## config.mk

```make
export PLATFORM = sky130hd
export DESIGN_NAME = bprlp_cell
export DESIGN_NICKNAME = d
export VERILOG_FILES = /design/src/rtl/assert_macros.svh /design/src/rtl/bprlp_pkg.sv /design/src/rtl/bprlp_cell.sv
export SDC_FILE = /design/constraint.sdc
export NUM_CORES = 1
export LEC_CHECK = 0
export ABC_AREA = 1
export BUFFER_PORTS_ARGS = -buffer_cell sky130_fd_sc_hd__buf_2
export CAP_MARGIN = 20
export CORE_MARGIN = 4
export CORE_UTILIZATION = 41
export DETAILED_ROUTE_END_ITERATION = 7
export GPL_TIMING_DRIVEN = 0
export PLACE_DENSITY = 0.87
export RECOVER_POWER = 50
export SYNTH_ARGS = -nofsm -noshare
export SYNTH_HDL_FRONTEND = slang
export SYNTH_SLANG_ARGS = --single-unit
```

## constraint.sdc

```tcl
create_clock -name clk_i -period 0.8 [get_ports clk_i]
set_input_delay 0.04 -clock clk_i [delete_from_list [all_inputs] [get_ports clk_i]]
set_output_delay 0.04 -clock clk_i [all_outputs]
set_load 0.02 [all_outputs]
```

## src/rtl/assert_macros.svh

```systemverilog
// ----------------------------------------------------------------------------
// Assertion macros
// Concurrent assertion shorthands shared by the RTL; empty for synthesis.
// ----------------------------------------------------------------------------
`ifndef ASSERT_MACROS_SVH
`define ASSERT_MACROS_SVH
`ifndef SYNTHESIS
`define ASSERT_IMP(lbl, clk, rstn, ante, cons) \
  lbl: assert property (@(posedge clk) disable iff (!rstn) (ante) |-> (cons)) \
    else $error("assertion failed");
`define ASSERT_NXT(lbl, clk, rstn, ante, cons) \
  lbl: assert property (@(posedge clk) disable iff (!rstn) (ante) |=> (cons)) \
    else $error("assertion failed");
`else
`define ASSERT_IMP(lbl, clk, rstn, ante, cons)
`define ASSERT_NXT(lbl, clk, rstn, ante, cons)
`endif
`endif

```

## src/rtl/bprlp_pkg.sv

```systemverilog
// ----------------------------------------------------------------------------
// Bit-packed run-length packer package
// Shared constants, types and small helper functions.
// ----------------------------------------------------------------------------
package bprlp_pkg;

  localparam int MAX_RUN_DEF      = 128;
  localparam int WINDOW_DEPTH_DEF = 256;

  localparam int SYM_W      = 8;
  localparam int DEPTH_W    = 4;
  localparam int LIMIT_W    = 24;
  localparam int BCNT_W     = 25;
  localparam int WORD_W     = 64;
  localparam int COUNT_W    = 4;
  localparam int CFG_IDX_W  = 1;
  localparam int CFG_DATA_W = 24;

  localparam logic [CFG_IDX_W-1:0] CFG_SYMBOL_DEPTH = 1'b0;
  localparam logic [CFG_IDX_W-1:0] CFG_BYTE_LIMIT   = 1'b1;

  localparam logic [DEPTH_W-1:0] DEPTH_RESET = 4'd8;
  localparam logic [LIMIT_W-1:0] LIMIT_RESET = 24'hFFFFFF;

  typedef enum logic [1:0] {
    OP_UNIT,
    OP_PAD,
    OP_FIN1,
    OP_FIN2
  } op_kind_e;

  typedef struct packed {
    logic             vld;
    op_kind_e         kind;
    logic [SYM_W-1:0] value;
    logic [3:0]       nbits;
    logic             end_mode;
  } emit_op_t;

  typedef struct packed {
    logic [WORD_W-1:0]  word;
    logic [COUNT_W-1:0] count;
    logic               ovf;
    logic               last;
  } result_t;

  typedef struct packed {
    logic push;
    logic pop;
    logic scan_load;
    logic scan_shift;
  } cell_ctrl_t;

  // Depth 0 is coded as 1 and anything above 8 as 8.
  function automatic logic [3:0] depth_clamp(input logic [DEPTH_W-1:0] d);
    logic [3:0] r;
    if (d == 4'd0) begin
      r = 4'd1;
    end else if (d > 4'd8) begin
      r = 4'd8;
    end else begin
      r = d;
    end
    return r;
  endfunction

  // Shortest run that is worth coding as a repeat at a given depth.
  function automatic logic [3:0] run_threshold(input logic [3:0] d);
    logic [3:0] r;
    unique case (d)
      4'd1:    r = 4'd10;
      4'd2:    r = 4'd6;
      4'd3:    r = 4'd4;
      4'd4:    r = 4'd4;
      default: r = 4'd3;
    endcase
    return r;
  endfunction

  function automatic logic [SYM_W-1:0] sym_mask(input logic [3:0] d);
    logic [8:0] m;
    m = (9'd1 << d) - 9'd1;
    return m[SYM_W-1:0];
  endfunction

endpackage

```

## src/rtl/bprlp_cell.sv

```systemverilog
// ----------------------------------------------------------------------------
// Lookahead window cell
// Holds one window symbol and one scan flag pair; shifts towards the head.
// ----------------------------------------------------------------------------
module bprlp_cell (
  input  logic                        clk_i,
  input  logic                        rst_ni,
  input  bprlp_pkg::cell_ctrl_t       ctrl_i,
  input  logic                        load_here_i,
  input  logic [bprlp_pkg::SYM_W-1:0] in_sym_i,
  input  logic [bprlp_pkg::SYM_W-1:0] nxt_sym_i,
  input  logic                        nxt_vld_i,
  input  logic                        scan_f_i,
  input  logic                        scan_v_i,
  input  logic                        nxt_f_i,
  input  logic                        nxt_fv_i,
  output logic [bprlp_pkg::SYM_W-1:0] sym_o,
  output logic                        vld_o,
  output logic                        eq_o,
  output logic                        f_o,
  output logic                        fv_o
);

  logic [bprlp_pkg::SYM_W-1:0] sym_q;
  logic                        vld_q;
  logic                        f_q;
  logic                        fv_q;

  always_ff @(posedge clk_i) begin
    if (ctrl_i.push && load_here_i) begin
      sym_q <= in_sym_i;
    end else if (ctrl_i.pop) begin
      sym_q <= nxt_sym_i;
    end
  end

  always_ff @(posedge clk_i or negedge rst_ni) begin
    if (!rst_ni) begin
      vld_q <= 1'b0;
      f_q   <= 1'b0;
      fv_q  <= 1'b0;
    end else begin
      if (ctrl_i.push && load_here_i) begin
        vld_q <= 1'b1;
      end else if (ctrl_i.pop) begin
        vld_q <= nxt_vld_i;
      end
      if (ctrl_i.scan_load) begin
        f_q  <= scan_f_i;
        fv_q <= scan_v_i;
      end else if (ctrl_i.scan_shift) begin
        f_q  <= nxt_f_i;
        fv_q <= nxt_fv_i;
      end
    end
  end

  assign sym_o = sym_q;
  assign vld_o = vld_q;
  assign eq_o  = vld_q & nxt_vld_i & (sym_q == nxt_sym_i);
  assign f_o   = f_q;
  assign fv_o  = fv_q;

endmodule

```

==> impl_metrics.py <==
metrics = {
    "timing": {
        "fmax_mhz": 758,
        "tightestPinTransition_ns": 0.343,
        "final.setup.tns_ns": -2.75,
        "min_period_ns": 1.32,
        "worst_hold_slack_ns": -0.00180,
        "finalHoldViolCount": 1,
        "fin_ws_ns": -0.519,
        "slew_headroom_pct": 77.1,
        "rsz0062_at_grt": "true",
        "setup-violations-final": 20,
        "post-route-period-util_pct": 165,
        "slew_violations": 0,
        "fin_skew_ns": 0,
    },
    "detailed_routing": {
        "wl_um": 1540,
        "ant_nets": 0,
        "drt_pre_antenna_iters": 4,
        "drc": 0,
        "vias": 647,
        "vias_per_cell": 4.62,
        "drt_iter0_drc": 8,
        "wl_per_cell_um": 11.0,
    },
    "worst_setup_path": {
        "cp_max_fo": 2,
        "critical_path_class": "reg2out",
        "regToRegSetupSlack_ns": 0.02,
        "critPathCaptureType": "output port",
        "cp.arrival_ns": 1.28,
        "cp.required_ns": 0.76,
        "crit_path_start_kind": "register",
    },
    "yosys": {
        "syn_nets": 106,
        "yosys_warnings": 0,
        "async_flop_share_pct": 27.3,
        "yosys.area.top_type": "edfxtp_1",
        "yosysMostFrequentCell": "nand2_1",
        "synth_top_family_by_area": "simple AND/OR/NAND/NOR gates",
        "synthAdderAreaFrac_pct": 0,
        "yosys-top-cells-area": "edfxtp_1 38%, nand2_1 13%, dfrtp_1 12%",
        "synth_xor_area_share_pct": 2.73,
        "syn_inst": 78,
        "synth.area.mux_share_pct": 7.03,
        "synth.top_cell.area_share_pct": 37.5,
        "synth-simple-area-share_pct": 28.3,
        "postSynthAreaPerCell_um2": 8.21,
        "syn_area_um2": 641,
        "yosysSeqAreaShare_pct": 49.2,
        "synth_enable_flop_cells": 8,
        "synth-seq-cells": 11,
        "synth.distinct_cells": 11,
        "synth_compound_area_share_pct": 3.91,
        "ys.flop_type": "edfxtp_1",
        "netlist_top_cells_count": "23 x nand2_1, 13 x nor2_1, 12 x inv_1",
    },
    "power": {
        "peakVddDrop_v": 0.000933,
        "total_power_mw": 1.56,
        "p_leak_nw": 0.513,
        "power.density_mw_per_mm2": 1650,
    },
    "grt": {
        "grt.total_usage_pct": 13.9,
        "grt_overflow_total": 0,
        "antenna_found_initial": 0,
        "grt_pass1_wl_um": 2210,
        "grt_pass1_vias": 598,
        "grt_max_degree": 11,
    },
    "cts": {
        "insertion_delay_ns": 0.26,
        "clk_pin_slew_ns": 0.07,
        "htreeDepth": 1,
        "root_buffer": "clkbuf_4",
        "cts.sinks": 11,
        "cts_tree": "yes",
        "clockBufferDepth": 2,
        "cts_buffers": 3,
    },
    "floorplanning": {
        "core_mm2": 0.00149,
        "rows": 14,
        "fp.dieH_um": 47.5,
        "start_util_pct": 43.0,
        "io_pins": 40,
        "dieArea_mm2": 0.00226,
        "dieWidth_um": 47.5,
    },
    "outcome": {
        "status": "finished, violations left",
        "violations": "negative hold slack, negative setup slack",
    },
    "placed_design": {
        "gp_congestion": 0.742,
        "placedCellCount": 133,
        "place_area_um2": 863,
        "port_buffers": 39,
        "dp_hpwl_um": 1270,
        "post-place-ws_ns": -0.241,
    },
    "flow_run": {
        "cap_violations": 0,
    },
    "layout": {
        "nets": 153,
        "drive_gt1_share_pct": 38.7,
        "antennaDiodeCount": 0,
        "area_growth_pct": 47.9,
        "fillers": 147,
        "final_area_um2": 947,
        "instances_no_fill": 140,
    },
    "hold_path": {
        "min_path_type": "in2reg",
    },
}
-- final timing paths --
| path | start | cells after the start | to |
|---|---|---|---|
| setup / recovery | sym_o[2] | 4 | eq_o |
| hold / removal | scan_f_i | 3 | f_o |
| setup reg to reg | vld_o | 3 | vld_o |
| hold reg to reg | fv_o | 2 | fv_o |
| max in group asynchronous | rst_ni | 2 | vld_o |
| min in group asynchronous | rst_ni | 2 | fv_o |
-- area by class of cell --
type	instances	area [um2]	area share [%]
Tap cell	16	20.0	2.11
Multi-Input combinational cell	54	268	28.3
Clock buffer	4	26.3	2.77
Inverter	12	45.0	4.76
Buffer	1	5.00	0.528
Timing Repair Buffer	42	268	28.3
Sequential cell	11	315	33.3
-- worst max-delay path: stages, from the launching register on --
cell	delay [ns]
edfxtp_1	0.44
xnor2_1	0.18
nand3_1	0.15
nor2_4	0.13
buf_6	0.12
-- cell usage in the layout (no fill, tap or decap), drive strengths merged --
| cell type | n |
|---|---|
| xnor2 | 2 |
| clkbuf | 6 |
| dfrtp | 3 |
| dlygate4sd3 | 2 |
| nand3 | 7 |
| mux2 | 3 |
| nor2 | 13 |
| edfxtp | 8 |
| buf | 39 |
| nand2 | 24 |
| inv | 12 |
| a21oi | 5 |
-- kinds of logic (layout without fill, tap and decap cells) --
family                 after synthesis  in the layout
XOR/XNOR                             2              2
multiplexers                         3              3
flip-flops                          11             11
AND/OR/NAND/NOR                     44             44
buffers and inverters               13             59
AO/OA/AOI/OAI                        5              5
-- metrics by stage --
step / hold WS [ns] / utilization, %
5_1_grt: 0.0215 / 63.6
3_3_place_gp: -0.162 / 58.0
6_report: -0.00180 / 63.6
4_1_cts: 0.00232 / 63.6
3_5_place_dp: -0.158 / 58.0
2_1_floorplan: -0.256 / -
-- sequential cells by signal, indices dropped and copies added (netlist names) --
| signal | count |
|---|---|
| sym_o | 8 |
| f_o | 1 |
| fv_o | 1 |
| vld_o | 1 |
-- where the power goes --
group	internal (mW)	switching [mW]
clock network	0.193	0.187
registers	0.687	0.0469
logic	0.215	0.233
total	1.09	0.467
-- repair_timing --
item / in CTS / in global routing
resized for setup: 12 / 5
hold buffers: 2 / 0
endpoints found under the setup margin: 12 / 12
hold endpoints to repair: 4 / 0
setup buffers: 0 / 1
pin swaps: 0 / 4
-- metal layers --
metal	global-route usage, %	routed length (um)	vias to the layer above
met2	25.1	767	29
li1	-	-	338
met4	4.30	0	0
met3	3.76	127	0
met5	0	0	-
met1	15.9	646	280
Note: power is estimated with default switching activity, not from simulation.
