`src/rtl/assert_macros.svh`:
```
// ----------------------------------------------------------------------------
// Assertion macros
// Concurrent assertion shorthands shared by the RTL; empty for synthesis.
// ----------------------------------------------------------------------------
`ifndef ASSERT_MACROS_SVH
`define ASSERT_MACROS_SVH
`ifndef SYNTHESIS
`define ASSERT_IMP(lbl, clk, rstn, ante, cons) \
  lbl: assert property (@(posedge clk) disable iff (!rstn) (ante) |-> (cons)) \
    else $error("assertion failed");
`define ASSERT_NXT(lbl, clk, rstn, ante, cons) \
  lbl: assert property (@(posedge clk) disable iff (!rstn) (ante) |=> (cons)) \
    else $error("assertion failed");
`else
`define ASSERT_IMP(lbl, clk, rstn, ante, cons)
`define ASSERT_NXT(lbl, clk, rstn, ante, cons)
`endif
`endif

```
`src/rtl/bprlp_pkg.sv`:
```
// ----------------------------------------------------------------------------
// Bit-packed run-length packer package
// Shared constants, types and small helper functions.
// ----------------------------------------------------------------------------
package bprlp_pkg;

  localparam int MAX_RUN_DEF      = 128;
  localparam int WINDOW_DEPTH_DEF = 256;

  localparam int SYM_W      = 8;
  localparam int DEPTH_W    = 4;
  localparam int LIMIT_W    = 24;
  localparam int BCNT_W     = 25;
  localparam int WORD_W     = 64;
  localparam int COUNT_W    = 4;
  localparam int CFG_IDX_W  = 1;
  localparam int CFG_DATA_W = 24;

  localparam logic [CFG_IDX_W-1:0] CFG_SYMBOL_DEPTH = 1'b0;
  localparam logic [CFG_IDX_W-1:0] CFG_BYTE_LIMIT   = 1'b1;

  localparam logic [DEPTH_W-1:0] DEPTH_RESET = 4'd8;
  localparam logic [LIMIT_W-1:0] LIMIT_RESET = 24'hFFFFFF;

  typedef enum logic [1:0] {
    OP_UNIT,
    OP_PAD,
    OP_FIN1,
    OP_FIN2
  } op_kind_e;

  typedef struct packed {
    logic             vld;
    op_kind_e         kind;
    logic [SYM_W-1:0] value;
    logic [3:0]       nbits;
    logic             end_mode;
  } emit_op_t;

  typedef struct packed {
    logic [WORD_W-1:0]  word;
    logic [COUNT_W-1:0] count;
    logic               ovf;
    logic               last;
  } result_t;

  typedef struct packed {
    logic push;
    logic pop;
    logic scan_load;
    logic scan_shift;
  } cell_ctrl_t;

  // Depth 0 is coded as 1 and anything above 8 as 8.
  function automatic logic [3:0] depth_clamp(input logic [DEPTH_W-1:0] d);
    logic [3:0] r;
    if (d == 4'd0) begin
      r = 4'd1;
    end else if (d > 4'd8) begin
      r = 4'd8;
    end else begin
      r = d;
    end
    return r;
  endfunction

  // Shortest run that is worth coding as a repeat at a given depth.
  function automatic logic [3:0] run_threshold(input logic [3:0] d);
    logic [3:0] r;
    unique case (d)
      4'd1:    r = 4'd10;
      4'd2:    r = 4'd6;
      4'd3:    r = 4'd4;
      4'd4:    r = 4'd4;
      default: r = 4'd3;
    endcase
    return r;
  endfunction

  function automatic logic [SYM_W-1:0] sym_mask(input logic [3:0] d);
    logic [8:0] m;
    m = (9'd1 << d) - 9'd1;
    return m[SYM_W-1:0];
  endfunction

endpackage

```
`src/rtl/bprlp_emitter.sv`:
```
// ----------------------------------------------------------------------------
// Bit packer and word emitter
// Packs codes MSB first into bytes, bytes into 64-bit words, checks the limit.
// ----------------------------------------------------------------------------
module bprlp_emitter (
  input  logic                          clk_i,
  input  logic                          rst_ni,
  input  bprlp_pkg::emit_op_t           op_i,
  input  logic [bprlp_pkg::LIMIT_W-1:0] byte_limit_i,
  output logic                          ready_o,
  input  logic                          out_ready_i,
  output logic                          out_valid_o,
  output bprlp_pkg::result_t            res_o
);

  logic [6:0]                          acc_q, acc_d;
  logic [2:0]                          held_q, held_d;
  logic [bprlp_pkg::WORD_W-1:0]        word_q, word_d;
  logic [2:0]                          wb_q, wb_d;
  logic [bprlp_pkg::BCNT_W-1:0]        bw_q, bw_d;
  logic                                ovf_q, ovf_d;
  bprlp_pkg::result_t                  hold_q, hold_d;
  logic                                hold_vld_q, hold_vld_d;
  bprlp_pkg::result_t                  out_q, out_d;
  logic                                out_vld_q, out_vld_d;

  logic                                take;
  logic [3:0]                          nbits;
  logic [bprlp_pkg::SYM_W-1:0]         val;
  logic [15:0]                         cat;
  logic [4:0]                          tot;
  logic [2:0]                          nh;
  logic [7:0]                          byte_v;
  logic [bprlp_pkg::WORD_W-1:0]        wfull;
  bprlp_pkg::result_t                  r;
  logic                                r_vld;
  bprlp_pkg::result_t                  ld_res;
  logic                                ld;

  assign ready_o = !out_vld_q || out_ready_i;
  assign take    = op_i.vld && ready_o;

  always_comb begin
    acc_d      = acc_q;
    held_d     = held_q;
    word_d     = word_q;
    wb_d       = wb_q;
    bw_d       = bw_q;
    ovf_d      = ovf_q;
    hold_d     = hold_q;
    hold_vld_d = hold_vld_q;
    r          = '0;
    r_vld      = 1'b0;
    ld         = 1'b0;
    ld_res     = '0;

    if (op_i.kind == bprlp_pkg::OP_PAD) begin
      nbits = (held_q == 3'd0) ? 4'd0 : (4'd8 - {1'b0, held_q});
      val   = '0;
    end else begin
      nbits = op_i.nbits;
      val   = op_i.value;
    end
    cat    = (16'(acc_q) << nbits) | 16'(val);
    tot    = 5'(held_q) + 5'(nbits);
    nh     = tot[2:0];
    byte_v = 8'(cat >> nh);
    wfull  = word_q | (64'(byte_v) << {~wb_q, 3'b000});

    if (take) begin
      unique case (op_i.kind)
        bprlp_pkg::OP_UNIT, bprlp_pkg::OP_PAD: begin
          acc_d  = 7'(cat & ((16'd1 << nh) - 16'd1));
          held_d = nh;
          if (tot[3] && !ovf_q) begin
            if (bw_q >= 25'(byte_limit_i)) begin
              ovf_d  = 1'b1;
              word_d = '0;
              wb_d   = '0;
              r      = '{word: '0, count: '0, ovf: 1'b1, last: 1'b1};
              r_vld  = 1'b1;
            end else begin
              bw_d = bw_q + 25'd1;
              if (wb_q == 3'd7) begin
                r      = '{word: wfull, count: 4'd8, ovf: 1'b0, last: 1'b0};
                r_vld  = 1'b1;
                word_d = '0;
                wb_d   = '0;
              end else begin
                word_d = wfull;
                wb_d   = wb_q + 3'd1;
              end
            end
          end
        end
        bprlp_pkg::OP_FIN1: begin
          if (!ovf_q && wb_q != 3'd0) begin
            r     = '{word: word_q, count: {1'b0, wb_q}, ovf: 1'b0, last: 1'b0};
            r_vld = 1'b1;
          end
        end
        bprlp_pkg::OP_FIN2: begin
          if (hold_vld_q) begin
            ld          = 1'b1;
            ld_res      = hold_q;
            ld_res.last = 1'b1;
          end
          hold_vld_d = 1'b0;
          acc_d      = '0;
          held_d     = '0;
          word_d     = '0;
          wb_d       = '0;
          bw_d       = '0;
          ovf_d      = 1'b0;
        end
        default: ;
      endcase
    end

    // At the end of a block the newest result is held back so that the
    // final one can be marked as last.
    if (r_vld) begin
      if (op_i.end_mode) begin
        if (hold_vld_q) begin
          ld     = 1'b1;
          ld_res = hold_q;
        end
        hold_d     = r;
        hold_vld_d = 1'b1;
      end else begin
        ld     = 1'b1;
        ld_res = r;
      end
    end

    out_vld_d = (out_vld_q && !out_ready_i) || ld;
    out_d     = ld ? ld_res : out_q;
  end

  always_ff @(posedge clk_i or negedge rst_ni) begin
    if (!rst_ni) begin
      acc_q      <= '0;
      held_q     <= '0;
      word_q     <= '0;
      wb_q       <= '0;
      bw_q       <= '0;
      ovf_q      <= 1'b0;
      hold_vld_q <= 1'b0;
      out_vld_q  <= 1'b0;
    end else begin
      acc_q      <= acc_d;
      held_q     <= held_d;
      word_q     <= word_d;
      wb_q       <= wb_d;
      bw_q       <= bw_d;
      ovf_q      <= ovf_d;
      hold_vld_q <= hold_vld_d;
      out_vld_q  <= out_vld_d;
    end
  end

  always_ff @(posedge clk_i) begin
    hold_q <= hold_d;
    out_q  <= out_d;
  end

  assign out_valid_o = out_vld_q;
  assign res_o       = out_q;

endmodule

```
`config.mk`:
```
export PLATFORM = sky130hd
export DESIGN_NAME = bprlp_emitter
export DESIGN_NICKNAME = d
export VERILOG_FILES = /design/src/rtl/assert_macros.svh /design/src/rtl/bprlp_pkg.sv /design/src/rtl/bprlp_emitter.sv
export SDC_FILE = /design/constraint.sdc
export NUM_CORES = 1
export LEC_CHECK = 0
export BUFFER_PORTS_ARGS = -buffer_cell sky130_fd_sc_hd__buf_4
export CAP_MARGIN = 5
export CORE_AREA = 2 2 223 225
export DETAILED_ROUTE_END_ITERATION = 7
export DIE_AREA = 0 0 225 227
export GPL_ROUTABILITY_DRIVEN = 0
export PLACE_DENSITY_LB_ADDON = 0.2
export SLEW_MARGIN = 20
export SYNTH_ARGS = -nofsm -noshare
export SYNTH_HDL_FRONTEND = slang
export SYNTH_SLANG_ARGS = --single-unit
```
`constraint.sdc`:
```
create_clock -name clk_i -period 8.44 [get_ports clk_i]
set_input_delay 0.422 -clock clk_i [delete_from_list [all_inputs] [get_ports clk_i]]
set_output_delay 0.422 -clock clk_i [all_outputs]
set_load 0.05 [all_outputs]
```
==> impl_results.md, run 1 <==
* Post-cts gate resize count at 0
* Number of synthesized flops with an enable pin at 139
* WP data arrival at 5430 ps
* Switching power at 1.85 mW
* Remaining antenna violation count after routing at 0
* DP Wirelength at 24.9 mm
* Least-Margin Pin Slew at 1100 ps
* Ant. Diodes at 0
* DP Area at 0.0141 mm²
* Largest net degree at the start of global routing at 72
* Initial antenna violation count at 0
* Netlist cell types at 77
* Dominant cells by area after synthesis: edfxtp_1, dfrtp_1, o21ai_0, nand2_1, a22oi_1
* # DRC at 0
* CP Depth at 14
* Clock latency on the worst-skew pair at 570 ps
* FF+latch count, synth at 244
* Top Ports at 115
* Clock Power Share at 0.276
* Hold_ws at 167 ps
* CP startpoint kind: flip-flop
* Ys flop type: edfxtp_1
* Register Area at 0.00680 mm²
* Number of buffers added on ports at 114
* Initial Util at 0.258
* Post-Layout Cell Count at 1905
* Worst setup EP type: flip-flop
* Synth Area in Adders at 0.0339
* Most frequent cells in the layout: nand2_1, edfxtp_1, buf_4
* Internal at 2.56 mW
* Chip height at 227 µm
* Setup violators final at 0
* Synthesized cell area at 0.0125 mm²
* Routed vias at 10000
* Area grow syn2layout at 19.6%
* Leakage Power at 5.61 nW
* First-pass GRT wire length at 60.9 mm
* Clock Root Buffer: clkbuf_16
* Post-Synth XOR/XNOR Area at 0.00699
* Synthesized netlist cell count at 1168
* Die ar. at 0.0511 mm²
* Final core occ at 0.309
* Register-to-Register Path Depth at 14
* Crit-path slowest cell: a31oi_2
* Vias in the first global route at 9688
* Total GRT Usage at 0.154
* Ys async rst share at 0.430
* Share of the synthesized area in the top cell type at 0.333
* Worst path bufs/invs at 2
* Synth Net Count at 1245
* Fillers at 4933
* Grt total ovfl at 0
* CTS Buf Count at 27
* Crit-path leading delay family: compound AO/OA/AOI/OAI gates
* CTS clk-pin slew, worst paths at 60 ps
* Peak VDD IR at 0.184 mV
* Crit path top cell by count: ha_1
* CTS max path bufs at 3
* PD cells at 294 mW/mm²
* Final #Nets at 1339
* Synth Area in Simple Gates at 0.114
* Fin area at 0.0150 mm²
* Compound-Gate Fraction of Synth Area at 0.244
* Largest family of logic cells by synthesized area: compound AO/OA/AOI/OAI gates
* First drt pass iteration count at 5
* RSZ-0062 raised after global routing: no
* Flop pwr share at 0.346
* Comb pwr share at 0.379
* Sequential share of the synthesized area at 0.543
* Die W at 225 µm
* Crit-path max cell delay at 910 ps
* Final Critical Period at 5180 ps
* Detailed Route WL at 39.9 mm
* Area of the multi-input gates at 0.00530 mm²
* H-tree levels at 1
* Final setup TNS at 0 ps
* Via-to-Cell Ratio at 5.26
* Period utilization at 0.613
* Status: complete, no violations
* Fin. Hold Viols at 0
* Layout cell share with drive strength beyond 1 at 0.170
* Crit path kind: reg -> reg
* Yosys warns at 0
* CP max FO at 20
* Synth area leader: edfxtp_1
* Routed len/inst at 21.0 µm
* Max Clk Rate at 193 MHz
* Critical-path cell list: inv_1 > ha_1 > ha_1 > and4bb_2 > a21oi_1 > buf_4 > xnor2_1 > ha_1 > a221oi_1 > xor2_1 > nand2_1 > o2bb2a_1 > a31oi_2 > o21ai_0
* Mux contribution to synthesized area at 0.0176
* Net Sw Frac at 0.419
* CTS tree: built
* Tightest Hold Check Type: in -> reg
* Max Cap Viol at 0
* Commonest non-fill, non-tap cell in the layout: nand2_1
* Core area at 0.0485 mm²
* Hold Path Stages at 3
* Relative slew slack at 0.262
* Pins Over Slew Limit at 0
* Worst EP required at 8700 ps
* DRT iter0 DRCs at 810
* Syn_area_per_cell at 10.7 µm²
* Rows at 81
* Sink Count at 244
* Worst Skew at 25.2 ps
* Post-Place Cells at 1853
==> power groups by stage <==
| stage | clock, mW | sequential (mW) | combinational (mW) |
|---|---|---|---|
| 2_1_floorplan | 0 | 1.57 | 1.01 |
| 3_3_place_gp | 0 | 1.55 | 1.65 |
| 3_5_place_dp | 0 | 1.55 | 1.66 |
| 4_1_cts | 1.25 | 1.52 | 1.66 |
| 5_1_grt | 1.30 | 1.54 | 1.81 |
| 6_report | 1.22 | 1.53 | 1.67 |
==> registers in the layout, indices dropped and copies added (netlist names) <==
| register | cells |
|---|---|
| res_o | 70 |
| hold_q | 69 |
| word_q | 64 |
| bw_q | 25 |
| acc_q | 7 |
| held_q | 3 |
| wb_q | 3 |
| hold_vld_q | 1 |
| out_valid_o | 1 |
| ovf_q | 1 |
==> synthesized netlist by cell type (3+ instances only) <==
library cell / instances
and2_1: 8
nor4_1: 5
o21ai_1: 33
o221ai_1: 5
nor3b_1: 4
buf_2: 29
nor2_1: 43
a22oi_1: 58
a21o_1: 8
o32ai_1: 5
or2_2: 3
a211oi_1: 8
nor3_1: 21
xor2_1: 3
or3_1: 18
nand2b_1: 6
inv_1: 49
o21a_1: 7
o22ai_1: 12
nand4_1: 10
a22o_1: 33
mux2_2: 4
o2bb2ai_1: 49
mux4_2: 3
o31ai_1: 12
xnor2_1: 7
a31o_2: 12
nand2_1: 144
nand3_1: 22
a21oi_1: 33
o211ai_1: 5
a32o_1: 14
and3_1: 8
inv_2: 3
dfrtp_1: 105
a31oi_1: 4
o21ai_0: 109
ha_1: 34
edfxtp_1: 139
mux2i_1: 8
a41oi_1: 4
clkbuf_1: 33
==> what timing repair did <==
| action | 4_1_cts | 5_1_grt |
|---|---|---|
| buffers inserted | 0 | 0 |
| hold buffers | 1 | 0 |
| endpoints found under the hold margin | 48 | 0 |
==> path summary, 6_finish.rpt <==
| kind | startpoint | end | slack, ps |
|---|---|---|---|
| max | held_q[1] | res_o[17] | 3260 |
| min | out_ready_i | out_valid_o | 170 |
| max reg2reg | held_q[1] | res_o[17] | 3260 |
| min reg2reg | word_q[53] | word_q[53] | 510 |
| max in group asynchronous | rst_ni | ovf_q | 6580 |
| min in group asynchronous | rst_ni | bw_q[12] | 460 |
==> layer usage <==
layer | track usage | part of all wire | up-vias | routed length [µm]
met1 | 0.215 | 0.46 | 4977 | 18200
met4 | 0.0293 | 0.012 | 0 | 489
met5 | 0 | 0 | - | 0
met3 | 0.0179 | 0.050 | 39 | 2000
li1 | - | - | 4676 | -
met2 | 0.259 | 0.48 | 321 | 19200
==> worst min-delay path, delay by kind of cell <==
family | cells | cell delay, ps
buffers and inverters | 2 | 160
AO/OA/AOI/OAI | 1 | 100
==> through the flow <==
step                      total power [mW]  setup WS [ps]
after floorplan                       2.58           1730
after global placement                3.20           3240
after detailed placement              3.20           3250
after CTS                             4.44           3240
after global routing                  4.65           2880
final                                 4.41           3260
==> area by class of cell <==
class | count | area share
Timing Repair Buffer | 133 | 0.0673
Sequential cell | 244 | 0.454
Inverter | 54 | 0.0135
Tap cell | 622 | 0.0519
Clock buffer | 37 | 0.0497
Multi-Input combinational cell | 802 | 0.354
Clock inverter | 13 | 0.0102
==> kinds of logic (layout without fill, tap and decap cells) <==
family	after synthesis	count (layout)
xor gates and xnor gates	10	10
adders and majority gates	34	34
AOI/OAI and AO/OA	436	436
and+or+nand+nor	305	305
DFF	244	244
muxes	17	17
buffers and inverters	122	237
Note: power is estimated with default switching activity, not from simulation.
==> run 2: changes to the inputs <==
==> constraint.sdc (replaced) <==
create_clock -name clk_i -period 5.19 [get_ports clk_i]
set_input_delay 0.2595 -clock clk_i [delete_from_list [all_inputs] [get_ports clk_i]]
set_output_delay 0.2595 -clock clk_i [all_outputs]
set_load 0.05 [all_outputs]
==> impl_results.md, run 2 (same netlist as run 1, synthesis figures left out) <==
* Initial Util at 0.258
* First-pass GRT wire length at 61.8 mm
* Postcts setup bufs at 0
* R2r endpoint: res_o[9]
* PD cells at 478 mW/mm²
* Fillers at 4926
* Worst path bufs/invs at 3
* Ant. Diodes at 0
* Die W at 225 µm
* Setup violators final at 0
* DP Area at 0.0143 mm²
* Die ar. at 0.0511 mm²
* Via-to-Cell Ratio at 5.27
* Routed len/inst at 20.7 µm
* Largest register FFs at 70
* RSZ-0062 raised after global routing: no
* Sink Count at 244
* Peak VDD IR at 0.336 mV
* Least-Margin Pin Slew at 1020 ps
* Vias in the first global route at 10100
* Initial antenna violation count at 0
* Core area at 0.0485 mm²
* Register-to-Register Path Depth at 15
* Final Critical Period at 4720 ps
* Pwr Total at 7.24 mW
* Largest net degree at the start of global routing at 64
* Most frequent cells in the layout: buf_4, nand2_1, edfxtp_1
* Max Clk Rate at 212 MHz
* CTS tree: built
* Final #Nets at 1358
* Area of the multi-input gates at 0.00530 mm²
* # DRC at 0
* Pins Over Slew Limit at 0
* Layout cell share with drive strength beyond 1 at 0.185
* Chip height at 227 µm
* Area grow syn2layout at 20.8%
* Worst Skew at 23.7 ps
* Period utilization at 0.909
* Max Cap Viol at 0
* Register Area at 0.00680 mm²
* H-tree levels at 1
* First drt pass iteration count at 6
* Worst setup startpoint: held_q[1]
* WP data arrival at 5090 ps
* CTS max path bufs at 3
* Crit path top cell by count: ha_1
* Remaining antenna violation count after routing at 0
* Total GRT Usage at 0.156
* Rows at 81
* CP startpoint kind: flip-flop
* Critical-path cell list: inv_1 > ha_1 > ha_1 > nand3b_1 > a21boi_0 > inv_2 > ha_1 > nand2_1 > o221a_2 > mux2i_1 > nand4_1 > nor2_2 > buf_4 > nand2_1 > o21ai_0
* R2r startpoint: held_q[1]
* Relative slew slack at 0.319
* Crit-path leading delay family: simple AND/OR/NAND/NOR gates
* Detailed Route WL at 39.9 mm
* Grt total ovfl at 0
* Worst setup EP type: flip-flop
* Top Ports at 115
* Fin area at 0.0151 mm²
* Clock Root Buffer: clkbuf_16
* Commonest non-fill, non-tap cell in the layout: buf_4
* Clock latency on the worst-skew pair at 570 ps
* Leakage Power at 5.71 nW
* CTS Buf Count at 27
* Reg2Reg Setup Slack at 470 ps
* CP max FO at 9
* Crit path kind: reg -> reg
* Crit-path max cell delay at 570 ps
* Status: complete, no violations
* Worst setup path endpoint: res_o[9]
* DP Wirelength at 26.2 mm
* Number of buffers added on ports at 114
* Worst EP required at 5560 ps
* CTS clk-pin slew, worst paths at 60 ps
* Tightest Hold Check Type: in -> reg
* Fin. Hold Viols at 0
* Crit-path slowest cell: nor2_2
* Routed vias at 10100
* DRT iter0 DRCs at 921
* CP Depth at 15
[run 2: cell count changes in the layout (fill, tap and decap cells not counted), moves of 2 or more]
cell / before / now
buf_4: 130 / 146
buf_12: 0 / 5
clkbuf_8: 1 / 6
bufinv_16: 3 / 0
clkinv_1: 6 / 3
buf_6: 2 / 0
[run 2: worst min-delay path by stage]
stage                startpoint     endpoint  slack [ps]  cells past startpoint
floorplan                rst_ni     acc_q[0]         -40                      0
global placement         rst_ni      bw_q[9]         350                      1
detailed placement       rst_ni      bw_q[9]         350                      1
CTS                 out_ready_i  out_valid_o           5                      3
global route        out_ready_i  out_valid_o          20                      3
finish              out_ready_i  out_valid_o          30                      3
[run 2: power by group]
group | switching [mW] | internal, mW
clock | 0.809 | 1.05
sequential | 0.216 | 2.26
combinational | 2.02 | 0.885
[run 2: per-layer routing]
layer	GRT usage	vias to the layer above	routed length (µm)
met2	0.257	277	19100
met4	0.0412	0	700
met5	0	-	0
met3	0.0169	46	1710
met1	0.218	5110	18400
li1	-	4710	-
[run 2: tightest hold or removal path, delay by kind of cell]
| family | cells | cell delay (ps) |
|---|---|---|
| buffers and inverters | 2 | 180 |
| AOI/OAI and AO/OA | 1 | 110 |
[run 2: what timing repair did]
item / 4_1_cts / 5_1_grt
hold buffers: 1 / 0
resized for setup: 0 / 1
endpoints found under the hold margin: 45 / 0
endpoints found under the setup margin: 0 / 31
[run 2: per-stage QoR]
| stage | std cells | util | worst slack [ps] | TNS, ps | hold slack (ps) |
|---|---|---|---|---|---|
| 2_1_floorplan | 1168 | - | -3.24 | -227 | -36.1 |
| 3_3_place_gp | 1873 | 0.294 | 416 | 0 | 347 |
| 3_5_place_dp | 1873 | 0.294 | 246 | 0 | 351 |
| 4_1_cts | 1924 | 0.312 | 229 | 0 | 4.70 |
| 5_1_grt | 1924 | 0.312 | 22.3 | 0 | 23.1 |
| 6_report | 1924 | 0.312 | 474 | 0 | 28.1 |
[run 2: cell type report]
cell class,instances,share of cell area
timing repair buffer,152,0.0796
clock buffer,42,0.0523
clock inverter,8,0.00397
sequential,244,0.449
inverter,54,0.0134
tap,622,0.0514
multi-input combinational,802,0.350
==> run 3: changes to the inputs <==
--- a/config.mk
+++ b/config.mk
@@ -7,6 +7,8 @@
 export LEC_CHECK = 0
 export BUFFER_PORTS_ARGS = -buffer_cell sky130_fd_sc_hd__buf_4
 export CAP_MARGIN = 5
+export CELL_PAD_IN_SITES_DETAIL_PLACEMENT = 1
+export CELL_PAD_IN_SITES_GLOBAL_PLACEMENT = 2
 export CORE_AREA = 2 2 223 225
 export DETAILED_ROUTE_END_ITERATION = 7
 export DIE_AREA = 0 0 225 227
==> impl_results.md, run 3 (same netlist as run 1, synthesis figures left out) <==
* Crit-path slowest cell: o22a_1
* Max Clk Rate at 218 MHz
* Detailed Route WL at 43.3 mm
* Die ar. at 0.0511 mm²
* Crit path top cell by count: ha_1
* Fin. Hold Viols at 0
* Chip height at 227 µm
* RSZ-0062 raised after global routing: no
* Worst setup margin at 596 ps
* Die W at 225 µm
* WP data arrival at 5020 ps
* Max Cap Viol at 0
* CTS max path bufs at 3
* Worst path bufs/invs at 3
* Remaining antenna violation count after routing at 0
* CP max FO at 24
* DP Wirelength at 27.8 mm
* Top Ports at 115
* Initial Util at 0.258
* Clock Root Buffer: clkbuf_16
* Routed vias at 10200
* Core area at 0.0485 mm²
* Ant. Diodes at 0
* GR met2 Demand/Resource at 0.279
* First-pass GRT wire length at 66.4 mm
* PD cells at 485 mW/mm²
* CP startpoint kind: flip-flop
* CTS clk-pin slew, worst paths at 60 ps
* CTS tree: built
* GR Util met1 at 0.240
* Hold_ws at 71.8 ps
* Worst Skew at 18.7 ps
* Least-Margin Pin Slew at 1010 ps
* Via-to-Cell Ratio at 5.29
* Worst EP required at 5620 ps
* Largest register FFs at 70
* Pins Over Slew Limit at 0
* Largest net degree at the start of global routing at 70
* Clock Power Share at 0.265
* Gr busiest metal: met2
* Final #Nets at 1357
* Routed len/inst at 22.5 µm
* Worst setup EP type: flip-flop
* Flop pwr share at 0.335
* Tightest Hold Check Type: in -> reg
* Setup violators final at 0
* Status: complete, no violations
* Area grow syn2layout at 21.3%
* Net Sw Frac at 0.426
* Crit-path max cell delay at 850 ps
* Crit path kind: reg -> reg
* Relative slew slack at 0.327
* Most frequent cells in the layout: nand2_1, buf_4, edfxtp_1
* Total GRT Usage at 0.169
* Vias in the first global route at 10500
* Setup WS pre-CTS at 608 ps
* Internal at 4.23 mW
* Switching power at 3.15 mW
* CTS Buf Count at 27
* Grt total ovfl at 0
* DRT iter0 DRCs at 723
* H-tree levels at 1
* Leakage Power at 5.72 nW
* Sink Count at 244
* Global-route track usage on met3 at 0.0151
* # DRC at 0
* Comb pwr share at 0.400
* Number of buffers added on ports at 114
* Period utilization at 0.885
* Critical-path cell list: inv_1 > ha_1 > ha_1 > nand3b_1 > a21boi_0 > inv_2 > ha_1 > xnor2_1 > buf_4 > nand2_1 > o221ai_1 > o22a_1 > a32o_1
* Peak VDD IR at 0.264 mV
* Final Critical Period at 4590 ps
* Layout cell share with drive strength beyond 1 at 0.188
* Crit-path leading delay family: compound AO/OA/AOI/OAI gates
* First drt pass iteration count at 5
* Clock latency on the worst-skew pair at 570 ps
* Rows at 81
* Commonest non-fill, non-tap cell in the layout: nand2_1
* Initial antenna violation count at 0
==> run 3: tightest hold or removal path: cells and delay by family <==
family	cells	cell delay, ps
buffers and inverters	2	210
AOI/OAI and AO/OA	1	120
==> run 3: routing by layer <==
metal  vias up  wire length, µm  part of all wire
met3        41             1460             0.034
met2       176            20300              0.47
met5         -                0                 0
met1      5242            20800              0.48
li1       4709                -                 -
met4         0              660             0.015
==> run 3: power groups by stage <==
stage | combinational [mW] | sequential [mW] | clock (mW)
2_1_floorplan | 1.64 | 2.55 | 0
3_3_place_gp | 2.99 | 2.51 | 0
3_5_place_dp | 2.97 | 2.51 | 0
4_1_cts | 2.98 | 2.48 | 2.02
5_1_grt | 3.20 | 2.51 | 2.08
6_report | 2.95 | 2.47 | 1.96
==> run 3: layout make-up <==
class / instances / area [µm²]
Clock buffer: 33 / 728
Tap cell: 622 / 778
Timing Repair Buffer: 151 / 1230
Sequential cell: 244 / 6800
Inverter: 54 / 203
Multi-Input combinational cell: 802 / 5310
Fill cell: 5377 / 33300
Clock inverter: 17 / 161
==> run 3: final timing paths <==
| check | start | endpoint | slack, ps | cells past startpoint |
|---|---|---|---|---|
| max | held_q[1] | hold_q[34] | 600 | 13 |
| min | op_i[0] | hold_vld_q | 70 | 3 |
| max reg2reg | held_q[1] | hold_q[34] | 600 | 13 |
| min reg2reg | out_valid_o | out_valid_o | 510 | 1 |
| max in group asynchronous | rst_ni | word_q[49] | 3540 | 3 |
| min in group asynchronous | rst_ni | held_q[0] | 360 | 2 |
==> run 3: metrics by stage <==
stage                     instance area [µm²]  TNS [ps]   util  instances  total power, mW
after floorplan                         12500      -227      -       1168             4.19
after global placement                  14300         0  0.295       1871             5.50
after detailed placement                14300         0  0.295       1871             5.48
after CTS                               15200         0  0.313       1923             7.48
after global routing                    15200         0  0.313       1923             7.79
final                                   15200         0  0.313       1923             7.38
==> run 3: what timing repair did <==
item,in CTS,in global routing
hold buffers,2,0
resized for setup,0,0
endpoints found under the hold margin,59,0
buffers inserted,0,0
